## config.mk

```make
export PLATFORM = sky130hd
export DESIGN_NAME = scheduled_backlight_fader
export DESIGN_NICKNAME = d
export VERILOG_FILES = /design/src/hw/rtl/sbf_pkg.sv /design/src/hw/rtl/sbf_div.sv /design/src/hw/rtl/scheduled_backlight_fader.sv
export SDC_FILE = /design/constraint.sdc
export NUM_CORES = 2
export LEC_CHECK = 0
export BUFFER_PORTS_ARGS = -buffer_cell sky130_fd_sc_hd__buf_4
export CAP_MARGIN = 20
export CELL_PAD_IN_SITES_DETAIL_PLACEMENT = 1
export CELL_PAD_IN_SITES_GLOBAL_PLACEMENT = 1
export CORE_MARGIN = 5
export CORE_UTILIZATION = 40
export DETAILED_ROUTE_END_ITERATION = 8
export PLACE_DENSITY_LB_ADDON = 0.2
export REMOVE_ABC_BUFFERS = 1
export SYNTH_ARGS = -nofsm -noshare
export SYNTH_HDL_FRONTEND = slang
export SYNTH_HIERARCHICAL = 1
export SYNTH_SLANG_ARGS = --single-unit
```

## constraint.sdc

```tcl
create_clock -name i_clk -period 9.58 [get_ports i_clk]
set_clock_uncertainty 0.15 [all_clocks]
set_input_delay 0.958 -clock i_clk [delete_from_list [all_inputs] [get_ports i_clk]]
set_output_delay 0.958 -clock i_clk [all_outputs]
set_load 0.01 [all_outputs]
```

## src/hw/rtl/sbf_pkg.sv

```systemverilog
`timescale 1ns / 1ps
`default_nettype none
// ----------------------------------------------------------------------------
// sbf_pkg
// shared types and constants of the scheduled backlight fader
// ----------------------------------------------------------------------------
package sbf_pkg;

    // item kinds
    typedef enum logic [1:0] {
        KIND_TICK   = 2'd0,
        KIND_TAP    = 2'd1,
        KIND_MANUAL = 2'd2
    } t_kind;

    // configuration register indexes
    typedef enum logic [2:0] {
        CFG_DAY_START   = 3'd0,
        CFG_DAY_END     = 3'd1,
        CFG_DAY_LEVEL   = 3'd2,
        CFG_NIGHT_LEVEL = 3'd3,
        CFG_PEEK_LEVEL  = 3'd4,
        CFG_FADE_TIME   = 3'd5,
        CFG_PEEK_TIME   = 3'd6
    } t_cfg_idx;

    // sequencer states
    typedef enum logic [2:0] {
        S_IDLE,
        S_EVAL,
        S_FADE,
        S_DIV,
        S_MUL,
        S_STEP,
        S_DONE
    } t_state;

    // divider status toward the sequencer
    typedef struct packed {
        logic busy;
        logic done;
    } t_div_stat;

    // divider geometry: 48-bit dividend, 16-bit divisor, quotient saturated at 20 bits
    localparam int DIV_NUM_W = 48;
    localparam int DIV_DEN_W = 16;
    localparam int DIV_Q_W   = 20;

    // touch strip geometry
    localparam logic [9:0] STRIP_TOP    = 10'd40;
    localparam logic [9:0] STRIP_BOTTOM = 10'd440;
    localparam logic       STRIP_EMPTY  = (STRIP_BOTTOM <= STRIP_TOP);
    localparam logic [9:0] STRIP_SPAN   = STRIP_EMPTY ? 10'd0 : (STRIP_BOTTOM - STRIP_TOP);

    // touch scaling by reciprocal: ceil(2^30 / span), exact for any strip
    // of up to 1023 pixels since 1023*255 times the rounding error stays below 2^30
    localparam logic [9:0]  STRIP_DIV = STRIP_EMPTY ? 10'd1 : STRIP_SPAN;
    localparam int          MAN_SHIFT = 30;
    localparam logic [63:0] MAN_ONE   = 64'd1 << MAN_SHIFT;
    localparam logic [30:0] MAN_RECIP = 31'((MAN_ONE + 64'(STRIP_DIV) - 64'd1) / 64'(STRIP_DIV));

    // easing factors in Q0.16: 0.12 of the gap, 0.15 of the rate limit
    localparam logic [12:0] EASE_Q16  = 13'd7864;
    localparam logic [13:0] FLOOR_Q16 = 14'd9830;

    // full duty 255; shifted up by 8 bits it is full scale in Q8.8
    localparam logic [7:0] FULL_DUTY = 8'd255;

endpackage
`default_nettype wire

```

## src/hw/rtl/sbf_div.sv

```systemverilog
`timescale 1ns / 1ps
`default_nettype none
// ----------------------------------------------------------------------------
// sbf_div
// restoring divider, one quotient bit per cycle, quotient saturates
// ----------------------------------------------------------------------------
module sbf_div
    import sbf_pkg::*;
(
    input  wire logic                 i_clk,
    input  wire logic                 i_rst_n,
    input  wire logic                 i_start,
    input  wire logic [DIV_NUM_W-1:0] i_num,
    input  wire logic [DIV_DEN_W-1:0] i_den,
    output logic      [DIV_Q_W-1:0]   o_quot,
    output t_div_stat                 o_stat
);

    localparam int CNT_W = $clog2(DIV_NUM_W);

    logic                 r_busy, n_busy;
    logic                 r_done, n_done;
    logic [CNT_W-1:0]     r_cnt, n_cnt;
    logic [DIV_NUM_W-1:0] r_num, n_num;
    logic [DIV_DEN_W-1:0] r_den, n_den;
    logic [DIV_DEN_W-1:0] r_rem, n_rem;
    logic [DIV_Q_W-1:0]   r_q, n_q;
    logic                 r_ovf, n_ovf;

    logic [DIV_DEN_W:0]   w_rem_sh;
    logic [DIV_DEN_W:0]   w_rem_sub;
    logic                 w_fits;

    // one compare and subtract per cycle
    assign w_rem_sh  = {r_rem, r_num[DIV_NUM_W-1]};
    assign w_rem_sub = w_rem_sh - {1'b0, r_den};
    assign w_fits    = (w_rem_sh >= {1'b0, r_den});

    always_comb begin
        n_busy = r_busy;
        n_done = 1'b0;
        n_cnt  = r_cnt;
        n_num  = r_num;
        n_den  = r_den;
        n_rem  = r_rem;
        n_q    = r_q;
        n_ovf  = r_ovf;
        if (i_start) begin
            n_busy = 1'b1;
            n_cnt  = CNT_W'(DIV_NUM_W - 1);
            n_num  = i_num;
            n_den  = i_den;
            n_rem  = '0;
            n_q    = '0;
            n_ovf  = 1'b0;
        end else if (r_busy) begin
            n_num = {r_num[DIV_NUM_W-2:0], 1'b0};
            n_rem = w_fits ? w_rem_sub[DIV_DEN_W-1:0] : w_rem_sh[DIV_DEN_W-1:0];
            n_q   = {r_q[DIV_Q_W-2:0], w_fits};
            // any bit pushed out of the top saturates the result
            n_ovf = r_ovf | r_q[DIV_Q_W-1];
            if (r_cnt == '0) begin
                n_busy = 1'b0;
                n_done = 1'b1;
            end else begin
                n_cnt = r_cnt - 1'b1;
            end
        end
    end

    always_ff @(posedge i_clk) begin
        if (!i_rst_n) begin
            r_busy <= 1'b0;
            r_done <= 1'b0;
        end else begin
            r_busy <= n_busy;
            r_done <= n_done;
        end
    end

    always_ff @(posedge i_clk) begin
        r_cnt <= n_cnt;
        r_num <= n_num;
        r_den <= n_den;
        r_rem <= n_rem;
        r_q   <= n_q;
        r_ovf <= n_ovf;
    end

    assign o_quot      = r_ovf ? {DIV_Q_W{1'b1}} : r_q;
    assign o_stat.busy = r_busy;
    assign o_stat.done = r_done;

endmodule
`default_nettype wire

```

## src/hw/rtl/scheduled_backlight_fader.sv

```systemverilog
`timescale 1ns / 1ps
`default_nettype none
// ----------------------------------------------------------------------------
// scheduled_backlight_fader
// backlight duty controller: day/night schedule, night peek, manual touch
// and an eased, rate-limited fade in unsigned Q8.8
// ----------------------------------------------------------------------------
//
//  channel  direction  handshake                 payload
//  -------  ---------  ------------------------  ------------------------------
//  in       sink       i_in_valid / o_in_stall   kind, now_ms, clock_valid,
//                                                minute_of_day, touch_y
//  out      source     o_out_valid / i_out_stall duty, duty_written, daytime,
//                                                manual_on, peek_on,
//                                                refresh_request
//  cfg      sink       i_cfg_valid / o_cfg_ready i_cfg_index, i_cfg_data
//
//  a fading tick runs eval, fade, the 48-step restoring divider (one quotient
//  bit a cycle), mul, step and done; a manual touch eval, mul, done; a tick
//  that does not move the level eval, fade, done; a tap or an unknown kind eval,
//  done; the next transaction is taken the cycle after the result loads, even
//  while it still waits; each stalled cycle of a waiting result holds the
//  sequencer in done; reset (synchronous, active low) loads defaults
//
module scheduled_backlight_fader
    import sbf_pkg::*;
(
    input  wire logic        i_clk,
    input  wire logic        i_rst_n,
    // item channel
    input  wire logic        i_in_valid,
    output logic             o_in_stall,
    input  wire logic [1:0]  i_kind,
    input  wire logic [31:0] i_now_ms,
    input  wire logic        i_clock_valid,
    input  wire logic [10:0] i_minute_of_day,
    input  wire logic [9:0]  i_touch_y,
    // result channel
    output logic             o_out_valid,
    input  wire logic        i_out_stall,
    output logic [7:0]       o_duty,
    output logic             o_duty_written,
    output logic             o_daytime,
    output logic             o_manual_on,
    output logic             o_peek_on,
    output logic             o_refresh_request,
    // configuration channel
    input  wire logic        i_cfg_valid,
    output logic             o_cfg_ready,
    input  wire logic [2:0]  i_cfg_index,
    input  wire logic [31:0] i_cfg_data
);

    // ------------------------------------------------------------------------
    // registers
    // ------------------------------------------------------------------------

    t_state r_state, n_state;

    // configuration
    logic [10:0] r_day_start, r_day_end;
    logic [7:0]  r_day_level, r_night_level, r_peek_level;
    logic [15:0] r_fade_time;
    logic [31:0] r_peek_time;

    // schedule and fade state
    logic [15:0] r_level, n_level;         // present level, Q8.8
    logic [7:0]  r_goal, n_goal;           // goal duty
    logic [31:0] r_last_fade, n_last_fade;
    logic        r_clk_set, n_clk_set;     // fade clock loaded once
    logic        r_prev_day, n_prev_day;
    logic        r_known_day, n_known_day;
    logic        r_peek, n_peek;
    logic [31:0] r_peek_end, n_peek_end;
    logic        r_override, n_override;

    // latched transaction
    logic [1:0]  r_kind;
    logic [31:0] r_now;
    logic        r_clock_valid;
    logic [10:0] r_minute;
    logic [9:0]  r_touch_y;

    // working values
    logic [15:0] r_gap, n_gap;             // |goal - level|, Q8.8
    logic        r_up, n_up;               // fade direction
    logic [19:0] r_max, n_max;             // rate limited step, saturated
    logic [12:0] r_ease, n_ease;           // 0.12 of the gap
    logic [17:0] r_lo, n_lo;               // 0.15 of the rate limit
    logic [17:0] r_man_num, n_man_num;     // 255 times the distance to the strip bottom
    logic        r_written, n_written;
    logic        r_refresh, n_refresh;

    // output register
    logic        r_out_valid, n_out_valid;
    logic [7:0]  r_duty;
    logic        r_duty_written, r_daytime, r_manual_on, r_peek_on, r_refresh_request;

    // ------------------------------------------------------------------------
    // combinational helpers
    // ------------------------------------------------------------------------

    logic        w_in_acc;
    logic        w_out_free;
    logic        w_day;
    logic        w_day_change;
    logic        w_peek_kept;
    logic [31:0] w_dt;
    logic [15:0] w_goal_q;
    logic [9:0]  w_touch_clamp;
    logic [9:0]  w_strip_diff;
    logic [17:0] w_man_num;
    logic [48:0] w_man_prod;
    logic [48-MAN_SHIFT:0] w_man_q;
    logic [47:0] w_fade_num;
    logic [15:0] w_fade_den;
    logic        w_fade_go;
    logic        w_div_start;
    logic [DIV_NUM_W-1:0] w_div_num;
    logic [DIV_DEN_W-1:0] w_div_den;
    logic [DIV_Q_W-1:0]   w_div_quot;
    t_div_stat   w_div_stat;
    logic [7:0]  w_man_duty;
    logic [28:0] w_ease_prod;
    logic [33:0] w_lo_prod;
    logic [19:0] w_step_a, w_step_b, w_step;
    logic        w_snap;
    logic [16:0] w_duty_sum;
    logic [7:0]  w_duty;

    assign o_in_stall = (r_state != S_IDLE);
    assign w_in_acc   = i_in_valid && !o_in_stall;
    assign w_out_free = !r_out_valid || !i_out_stall;
    assign o_cfg_ready = 1'b1;

    // schedule: keep the last known state while the clock is not valid
    assign w_day = r_clock_valid ? ((r_minute >= r_day_start) && (r_minute < r_day_end))
                                 : r_known_day;
    assign w_day_change = (w_day != r_prev_day);
    assign w_peek_kept  = w_day_change ? 1'b0 : r_peek;

    assign w_goal_q = {r_goal, 8'h00};
    assign w_dt     = r_now - r_last_fade;

    // rate limit numerator 255*256*dt, built from shifts
    assign w_fade_num = {w_dt, 16'h0000} - {8'h00, w_dt, 8'h00};
    assign w_fade_den = (r_fade_time == 16'd0) ? 16'd1 : r_fade_time;
    assign w_fade_go  = r_clk_set && (w_dt != 32'd0) && (r_level != w_goal_q);

    // manual touch: clamp into the strip, then scale over its span
    always_comb begin
        w_touch_clamp = r_touch_y;
        if (r_touch_y < STRIP_TOP) begin
            w_touch_clamp = STRIP_TOP;
        end
        if (r_touch_y > STRIP_BOTTOM) begin
            w_touch_clamp = STRIP_BOTTOM;
        end
    end
    assign w_strip_diff = STRIP_BOTTOM - w_touch_clamp;
    assign w_man_num    = 18'(w_strip_diff) * 18'(FULL_DUTY);

    // division by the span as a reciprocal multiply on the registered numerator
    assign w_man_prod = 49'(r_man_num) * 49'(MAN_RECIP);
    assign w_man_q    = w_man_prod[48:MAN_SHIFT];
    assign w_man_duty = STRIP_EMPTY ? 8'd0
                      : ((|w_man_q[48-MAN_SHIFT:8]) ? FULL_DUTY : w_man_q[7:0]);

    // the divider serves the fade rate
    assign w_div_start = (r_state == S_FADE) && w_fade_go;
    assign w_div_num   = w_fade_num;
    assign w_div_den   = w_fade_den;

    sbf_div u_div (
        .i_clk   (i_clk),
        .i_rst_n (i_rst_n),
        .i_start (w_div_start),
        .i_num   (w_div_num),
        .i_den   (w_div_den),
        .o_quot  (w_div_quot),
        .o_stat  (w_div_stat)
    );

    // easing products, each registered
    assign w_ease_prod = 29'(r_gap) * 29'(EASE_Q16);
    assign w_lo_prod   = 34'(r_max) * 34'(FLOOR_Q16);

    // step: raise to the floor, limit to the rate, at least one lsb
    assign w_step_a = (20'(r_ease) < 20'(r_lo)) ? 20'(r_lo) : 20'(r_ease);
    assign w_step_b = (w_step_a > r_max) ? r_max : w_step_a;
    assign w_step   = (w_step_b == 20'd0) ? 20'd1 : w_step_b;
    assign w_snap   = (20'(r_gap) <= w_step);

    // rounded duty, saturated
    assign w_duty_sum = {1'b0, r_level} + 17'd128;
    assign w_duty     = w_duty_sum[16] ? 8'hFF : w_duty_sum[15:8];

    // ------------------------------------------------------------------------
    // sequencer: next state
    // ------------------------------------------------------------------------

    always_comb begin
        n_state = r_state;
        unique case (r_state)
            S_IDLE: begin
                if (w_in_acc) begin
                    n_state = S_EVAL;
                end
            end
            S_EVAL: begin
                if (r_kind == KIND_TICK) begin
                    n_state = S_FADE;
                end else if (r_kind == KIND_MANUAL) begin
                    n_state = S_MUL;
                end else begin
                    n_state = S_DONE;
                end
            end
            S_FADE: begin
                n_state = w_fade_go ? S_DIV : S_DONE;
            end
            S_DIV: begin
                if (w_div_stat.done) begin
                    n_state = S_MUL;
                end
            end
            S_MUL: begin
                n_state = (r_kind == KIND_MANUAL) ? S_DONE : S_STEP;
            end
            S_STEP: begin
                n_state = S_DONE;
            end
            S_DONE: begin
                if (w_out_free) begin
                    n_state = S_IDLE;
                end
            end
            default: begin
                n_state = S_IDLE;
            end
        endcase
    end

    // ------------------------------------------------------------------------
    // sequencer: datapath updates
    // ------------------------------------------------------------------------

    always_comb begin
        n_level     = r_level;
        n_goal      = r_goal;
        n_last_fade = r_last_fade;
        n_clk_set   = r_clk_set;
        n_prev_day  = r_prev_day;
        n_known_day = r_known_day;
        n_peek      = r_peek;
        n_peek_end  = r_peek_end;
        n_override  = r_override;
        n_gap       = r_gap;
        n_up        = r_up;
        n_max       = r_max;
        n_ease      = r_ease;
        n_lo        = r_lo;
        n_man_num   = r_man_num;
        n_written   = r_written;
        n_refresh   = r_refresh;
        n_out_valid = r_out_valid && i_out_stall;

        unique case (r_state)
            S_EVAL: begin
                n_written = 1'b0;
                n_refresh = 1'b0;
                case (r_kind)
                    KIND_TICK: begin
                        n_known_day = w_day;
                        n_prev_day  = w_day;
                        if (w_day_change) begin
                            n_goal     = w_day ? r_day_level : r_night_level;
                            n_peek     = 1'b0;
                            n_override = 1'b0;
                        end
                        // an expired peek falls back to the night duty
                        if (w_peek_kept && (r_now >= r_peek_end)) begin
                            n_goal = r_night_level;
                            n_peek = 1'b0;
                        end
                    end
                    KIND_TAP: begin
                        n_known_day = w_day;
                        if (w_day) begin
                            n_refresh = 1'b1;
                        end else if (r_peek || (r_goal != 8'd0)) begin
                            n_goal = r_night_level;
                            n_peek = 1'b0;
                        end else begin
                            n_goal     = r_peek_level;
                            n_peek     = 1'b1;
                            n_peek_end = r_now + r_peek_time;
                            n_refresh  = 1'b1;
                        end
                    end
                    KIND_MANUAL: begin
                        n_override = 1'b1;
                        n_peek     = 1'b0;
                        n_written  = 1'b1;
                        n_man_num  = w_man_num;
                    end
                    default: begin
                    end
                endcase
            end
            S_FADE: begin
                // first tick only loads the fade clock
                if (!r_clk_set) begin
                    n_last_fade = r_now;
                    n_clk_set   = 1'b1;
                end else if (w_dt != 32'd0) begin
                    n_last_fade = r_now;
                end
                n_up  = (w_goal_q > r_level);
                n_gap = (w_goal_q > r_level) ? (w_goal_q - r_level) : (r_level - w_goal_q);
            end
            S_DIV: begin
                if (w_div_stat.done) begin
                    n_max = w_div_quot;
                end
            end
            S_MUL: begin
                if (r_kind == KIND_MANUAL) begin
                    n_goal  = w_man_duty;
                    n_level = {w_man_duty, 8'h00};
                end else begin
                    n_ease = w_ease_prod[28:16];
                    n_lo   = w_lo_prod[33:16];
                end
            end
            S_STEP: begin
                n_written = 1'b1;
                if (w_snap) begin
                    n_level = w_goal_q;
                end else if (r_up) begin
                    n_level = r_level + w_step[15:0];
                end else begin
                    n_level = r_level - w_step[15:0];
                end
            end
            S_DONE: begin
                if (w_out_free) begin
                    n_out_valid = 1'b1;
                end
            end
            default: begin
            end
        endcase
    end

    // ------------------------------------------------------------------------
    // registers with reset
    // ------------------------------------------------------------------------

    always_ff @(posedge i_clk) begin
        if (!i_rst_n) begin
            r_state       <= S_IDLE;
            r_day_start   <= 11'd420;
            r_day_end     <= 11'd1320;
            r_day_level   <= 8'd200;
            r_night_level <= 8'd0;
            r_peek_level  <= 8'd128;
            r_fade_time   <= 16'd1600;
            r_peek_time   <= 32'd30000;
            r_level       <= 16'd0;
            r_goal        <= 8'd200;
            r_last_fade   <= 32'd0;
            r_clk_set     <= 1'b0;
            r_prev_day    <= 1'b1;
            r_known_day   <= 1'b1;
            r_peek        <= 1'b0;
            r_peek_end    <= 32'd0;
            r_override    <= 1'b0;
            r_out_valid   <= 1'b0;
        end else begin
            r_state     <= n_state;
            r_level     <= n_level;
            r_goal      <= n_goal;
            r_last_fade <= n_last_fade;
            r_clk_set   <= n_clk_set;
            r_prev_day  <= n_prev_day;
            r_known_day <= n_known_day;
            r_peek      <= n_peek;
            r_peek_end  <= n_peek_end;
            r_override  <= n_override;
            r_out_valid <= n_out_valid;
            // register writes, always ready; the sender keeps them to idle time
            if (i_cfg_valid && o_cfg_ready) begin
                unique case (i_cfg_index)
                    CFG_DAY_START:   r_day_start   <= i_cfg_data[10:0];
                    CFG_DAY_END:     r_day_end     <= i_cfg_data[10:0];
                    CFG_DAY_LEVEL:   r_day_level   <= i_cfg_data[7:0];
                    CFG_NIGHT_LEVEL: r_night_level <= i_cfg_data[7:0];
                    CFG_PEEK_LEVEL:  r_peek_level  <= i_cfg_data[7:0];
                    CFG_FADE_TIME:   r_fade_time   <= i_cfg_data[15:0];
                    CFG_PEEK_TIME:   r_peek_time   <= i_cfg_data;
                    default: begin
                    end
                endcase
            end
        end
    end

    // ------------------------------------------------------------------------
    // payload registers
    // ------------------------------------------------------------------------

    always_ff @(posedge i_clk) begin
        if (w_in_acc) begin
            r_kind        <= i_kind;
            r_now         <= i_now_ms;
            r_clock_valid <= i_clock_valid;
            r_minute      <= i_minute_of_day;
            r_touch_y     <= i_touch_y;
        end
        r_gap     <= n_gap;
        r_up      <= n_up;
        r_max     <= n_max;
        r_ease    <= n_ease;
        r_lo      <= n_lo;
        r_man_num <= n_man_num;
        r_written <= n_written;
        r_refresh <= n_refresh;
        if ((r_state == S_DONE) && w_out_free) begin
            r_duty            <= w_duty;
            r_duty_written    <= r_written;
            r_daytime         <= r_known_day;
            r_manual_on       <= r_override;
            r_peek_on         <= r_peek;
            r_refresh_request <= r_refresh;
        end
    end

    assign o_out_valid       = r_out_valid;
    assign o_duty            = r_duty;
    assign o_duty_written    = r_duty_written;
    assign o_daytime         = r_daytime;
    assign o_manual_on       = r_manual_on;
    assign o_peek_on         = r_peek_on;
    assign o_refresh_request = r_refresh_request;

    // ------------------------------------------------------------------------
    // assertions
    // ------------------------------------------------------------------------

    // the level never passes full scale
    a_level_range: assert property (@(posedge i_clk) disable iff (!i_rst_n)
        r_level <= 16'hFF00)
        else $error("level above full scale");

    // an accepted transaction leaves idle at once
    a_accept_busy: assert property (@(posedge i_clk) disable iff (!i_rst_n)
        w_in_acc |=> (r_state != S_IDLE))
        else $error("accepted transaction not started");

    // divider finishes only while the sequencer waits for it
    a_div_done: assert property (@(posedge i_clk) disable iff (!i_rst_n)
        w_div_stat.done |-> (r_state == S_DIV))
        else $error("divider done outside wait state");

    // divider is never restarted while it runs
    a_div_start: assert property (@(posedge i_clk) disable iff (!i_rst_n)
        w_div_start |-> !w_div_stat.busy)
        else $error("divider restarted while busy");

    // a result appears only from the completion state
    a_out_source: assert property (@(posedge i_clk) disable iff (!i_rst_n)
        $rose(r_out_valid) |-> $past(r_state == S_DONE))
        else $error("result loaded outside completion state");

endmodule
`default_nettype wire

```

After elaboration in Yosys (flattened, before gate mapping). Cells that the tools add are included.

Register bits after elaboration: 457. Latch bits: 0. RAM bits: 0. Bits in read-only memories: 0. Input port bits: 96. Word-level logic and storage cells: 203. Memories kept: 0.

Add/sub/neg operators: 11. $mul: 4. Divide/modulo/power cells: 0. Order comparisons: 10. Eq/ne operators: 26. Shift operators: 0. Multiplexer cells: 49. Bitwise operators: 7. Reductions and logical operators: 51.

Operator list (number): 2-to-1 mux 48 bit (2); 2-to-1 mux 16 bit (5); 2-to-1 mux 32 bit (2); subtractor 16 bit (4); 2-to-1 mux 8 bit (7); subtractor 48 x 40 -> 48 bit (1); multiplier 18 x 22 -> 40 bit, second input constant (1); 2-to-1 mux 20 bit (2); multiplier 20 x 13 -> 33 bit, second input constant (1); adder 32 bit (1); >= comparator 32 bit (1); case mux 16 bit (2 select lines) (1); case mux 8 bit (2 select lines) (2); nonzero test 32 bit (1); subtractor 32 bit (1); AND reduction 2 bit (15); multiplier 16 x 10 -> 26 bit, second input constant (1); case mux 3 bit (7 select lines) (1); greater-than comparator 18 x 20 -> 1 bit (1); <= comparator 16 x 20 -> 1 bit (1); zero test 20 bit (1); 2-to-1 mux 10 bit (2); == test 3 bit, second input constant (6); less-than comparator 13 x 18 -> 1 bit (1); 44 further kinds (97).

Longest topological paths before layout.
Word-level depth: 10. Mapped depth: 39. Depth with buffers taken out: 37.

By module. Netlist, hierarchy kept.

By module, submodules not included: scheduled_backlight_fader (instances 1, cells an instance 4019, area each 37186.9 um^2, sequential area each 8538.2 um^2); sbf_div (instances 1, cells an instance 472, area each 5406.4 um^2, sequential area each 2822.7 um^2).

Worst setup path after synthesis. OpenSTA, ideal clock, no wires.

Path type: register to register. Start: register r_ease[5]. End: register r_level[13]. Library setup time: 0.087 ns. Data arrival time: 7.207 ns. Setup slack: 2.136 ns. Cell stages (with the launch flop): 35. Buffers on the path: 3. Clock period less this slack: 7.444 ns. Path through: edfxtp_1 > ha_1 > a21o_1 > a2111oi_0 > o211a_1 > a211oi_4 > buf_2 > o21ai_0 > ha_1 > nor2b_1 > o21a_1 > o21a_1 > o211ai_1 > o211ai_1 > o21ai_1 > buf_2 > buf_2 > mux2i_1 > and4_1 > a31oi_1 > ha_1 > mux2_2 > ha_1 > a21oi_1 > o211ai_1 > or4_1 > a31o_2 > a21o_1 > a21oi_1 > o21ai_0 > a21o_1 > a21oi_1 > xnor2_1 > a21oi_1 > o31ai_1.

Longest elaborated chain between the ends: 10. Elaborated cells on any way between the ends: 12. Those cells by class: 2 x add/sub; 3 x order compare; 6 x mux; 1 x reduce/logical.

Ends and longest elaborated chain: from (decl) (RTL line scheduled_backlight_fader.sv:88) `logic [12:0] r_ease, n_ease;`; from (signal assigned) (RTL line scheduled_backlight_fader.sv:424) `r_ease <= n_ease;`; less-than comparator 13 x 18 -> 1 bit (RTL line scheduled_backlight_fader.sv:189) `assign w_step_a = (20'(r_ease) < 20'(r_lo)) ? 20'(r_lo) : 20'(r_ease);`; 2-to-1 mux 18 bit (*) (RTL line scheduled_backlight_fader.sv:189); greater-than comparator 18 x 20 -> 1 bit (RTL line scheduled_backlight_fader.sv:190) `assign w_step_b = (w_step_a > r_max) ? r_max : w_step_a;`; 2-to-1 mux 20 bit (*) (RTL line scheduled_backlight_fader.sv:190); zero test 20 bit (RTL line scheduled_backlight_fader.sv:191) `assign w_step = (w_step_b == 20'd0) ? 20'd1 : w_step_b;`; 2-to-1 mux 20 bit (*) (RTL line scheduled_backlight_fader.sv:191); subtractor 16 bit or adder 16 bit (tied branches) (RTL line scheduled_backlight_fader.sv:343, scheduled_backlight_fader.sv:341); 2-to-1 mux 16 bit (RTL line scheduled_backlight_fader.sv:340) `end else if (r_up) begin`; 2-to-1 mux 16 bit (*) (RTL line scheduled_backlight_fader.sv:338) `if (w_snap) begin`; case mux 16 bit (2 select lines) (*) (RTL line scheduled_backlight_fader.sv:268) `unique case (r_state)`; to (signal assigned) (RTL line scheduled_backlight_fader.sv:382) `r_level <= n_level;`; to (decl) (RTL line scheduled_backlight_fader.sv:67) `logic [15:0] r_level, n_level;`.

Mark *: on every way between the ends. The rest lies on a longest branch, timed or not. A chain may end at the register's enable or synchronous reset.

Worst setup path in the final report.
Start: register r_ease[8]. End: register r_level[15].

The elaborated chain is that of the path after synthesis.

==> reports/metrics.cfg <==
[setup_path]
cp_max_fo = 13
cp-end-kind = flip-flop
crit_type = reg -> reg
critPathBufInv = 3
path_delay_family = compound AO/OA/AOI/OAI gates
cp-start-kind = flip-flop
cp.arrival_ns = 9.17
crit_slowest_cell = o21ai_2
worstPathRequired_ns = 9.99
path_common_cell = ha_1
critPathMaxStageDelay_ns = 0.55

[clocking]
cts-resized-gates = 0
clock_path_buffers = 3
cts_tree = done
cts_root_buffer = clkbuf_16
cts.htree.levels = 2
clk_pin_slew_ns = 0.06
worstSkewPairLatency_ns = 0.65
cts_made_buffers = 55
cts.sinks = 457

[drt]
routed_via_density = 5.192
route.detailed.drc = 0
firstDrtPassIters = 5
routedWlPerCell_microns = 18.21
via_count = 31280
ant_nets = 0
drt_iter0_markers = 1231
finalWirelength_microns = 109700

[die]
initial_utilization_pct = 40.34
coreArea_sq_um = 105600
die_y_microns = 336.3
io_pins = 112
die_width_microns = 336.3
row_count = 119
fp.dieArea_sq_um = 113100

[global_route]
grt_pass1_wl_microns = 179400
grt_antenna_before_repair = 5
grt_overflow = 0
grt_usage_pct = 19.53
grt_start_max_net_pins = 73
grt_pass1_vias = 33680

[placement]
dp_worst_setup_slack_ns = 0.7706
gp_congestion = 0.8472
dpl.hpwl_microns = 89120
numPortBuffers = 110

[timing]
timing.final.crit_period_ns = 8.760
fin_crit_sh_pct = 91.44
maxSlewHeadroom_pct = 27.62
hold_viol_final = 0
worst_pin_slew_ns = 1.086
finalWorstSetupSlack_ns = 0.8197
fmax_ghz = 0.1142
grt_setup_unrepaired = false
setup_viol = 0
final_max_slew_viol_count = 0

[hold_path]
hp-class = reg -> reg

[layout]
n_fill_cell = 12000
multi_input_area_sq_um = 28200
drive_gt1_share_pct = 8.054
fin_nets = 5639
syn2layout_area_growth_pct = 10.07
regArea_sq_um = 11360

[synthesis]
syn_area_per_cell_sq_um = 9.485
netlist_instances = 4490
ys_warn_count = 6
synth.cell_area_sq_um = 42590

[flow_run]
drv_cap = 0

[run_status]
outcome = complete, no violations

cell usage in the layout, fill, tap and decap left out, types with 11 or more instances in the layout:
master / n
nand2_1: 454
o21bai_1: 16
a21oi_1: 276
or2_2: 37
edfxtp_1: 221
and3_1: 23
a21o_1: 90
o2111ai_1: 11
nand2b_1: 44
mux2_2: 61
a31oi_1: 33
clkbuf_16: 56
and2_1: 18
a21boi_0: 11
o21a_1: 39
nand3_1: 85
ha_1: 632
nor3_1: 54
nand4_1: 20
buf_4: 143
nor2b_1: 52
dfxtp_1: 235
o211ai_1: 29
mux2i_1: 85
nor2_1: 234
o21ai_0: 131
fa_1: 326
inv_1: 691
clkbuf_1: 15
a211oi_1: 22
xor2_1: 59
xnor2_1: 130
or3_1: 13
and4_1: 13
o31ai_1: 20
conb_1: 17
state kept, by name, summed over array words and instances, names as in the netlist, 18 cells and up:
signal	flops
r_last_fade	32
r_lo	18
r_man_num	18
r_max	20
r_now	32
r_peek_end	32
r_peek_time	32
u_div/r_num	48
u_div/r_q	20
final cells by class:
| cell class | count | share of cell area (%) |
|---|---|---|
| clock buffers | 77 | 3.286 |
| well taps | 1391 | 3.713 |
| repair buffers | 144 | 2.333 |
| clock inverters | 26 | 0.6967 |
| inverters | 694 | 5.563 |
| flip-flops and latches | 457 | 24.24 |
| diodes | 3 | 0.01602 |
| multi-input cells | 3233 | 60.15 |
routing by layer:
layer	global-route usage, %	vias to the layer above	share of wire [%]
met3	2.161	111	2.6
met5	0	-	0.012
li1	-	15420	-
met4	4.913	2	2.3
met1	25.06	15460	45
met2	35.23	294	50
through the flow:
stage          hold slack, ns  instance area, sq um  util [%]  setup TNS, ns  std cells
6_report               0.2790                 46870     44.40              0       6025
5_1_grt                0.2872                 46870     44.40              0       6025
3_3_place_gp           0.2598                 44930     42.57              0       5912
2_1_floorplan          0.2503                 42120         -        -195.29       4384
4_1_cts                0.2723                 46800     44.33              0       6015
3_5_place_dp           0.2616                 44930     42.57              0       5912
path summary, 6_finish.rpt:
kind / slack [ns] / end / from / depth (start not counted)
hold reg to reg: 0.28 / o_refresh_request / r_refresh / 0
setup / recovery: 0.82 / r_level[15] / r_ease[8] / 37
hold / removal: 0.28 / o_refresh_request / r_refresh / 0
setup reg to reg: 0.82 / r_level[15] / r_ease[8] / 37
timing repair:
item / CTS / global route
endpoints found under the setup margin: 0 / 2
endpoints found under the hold margin: 0 / 0
setup buffers: 0 / 6
hold buffers: 0 / 0
Power is left out: the tool's default activity adds up to more than one toggle a clock period on the data nets, which glitch-free logic cannot reach.
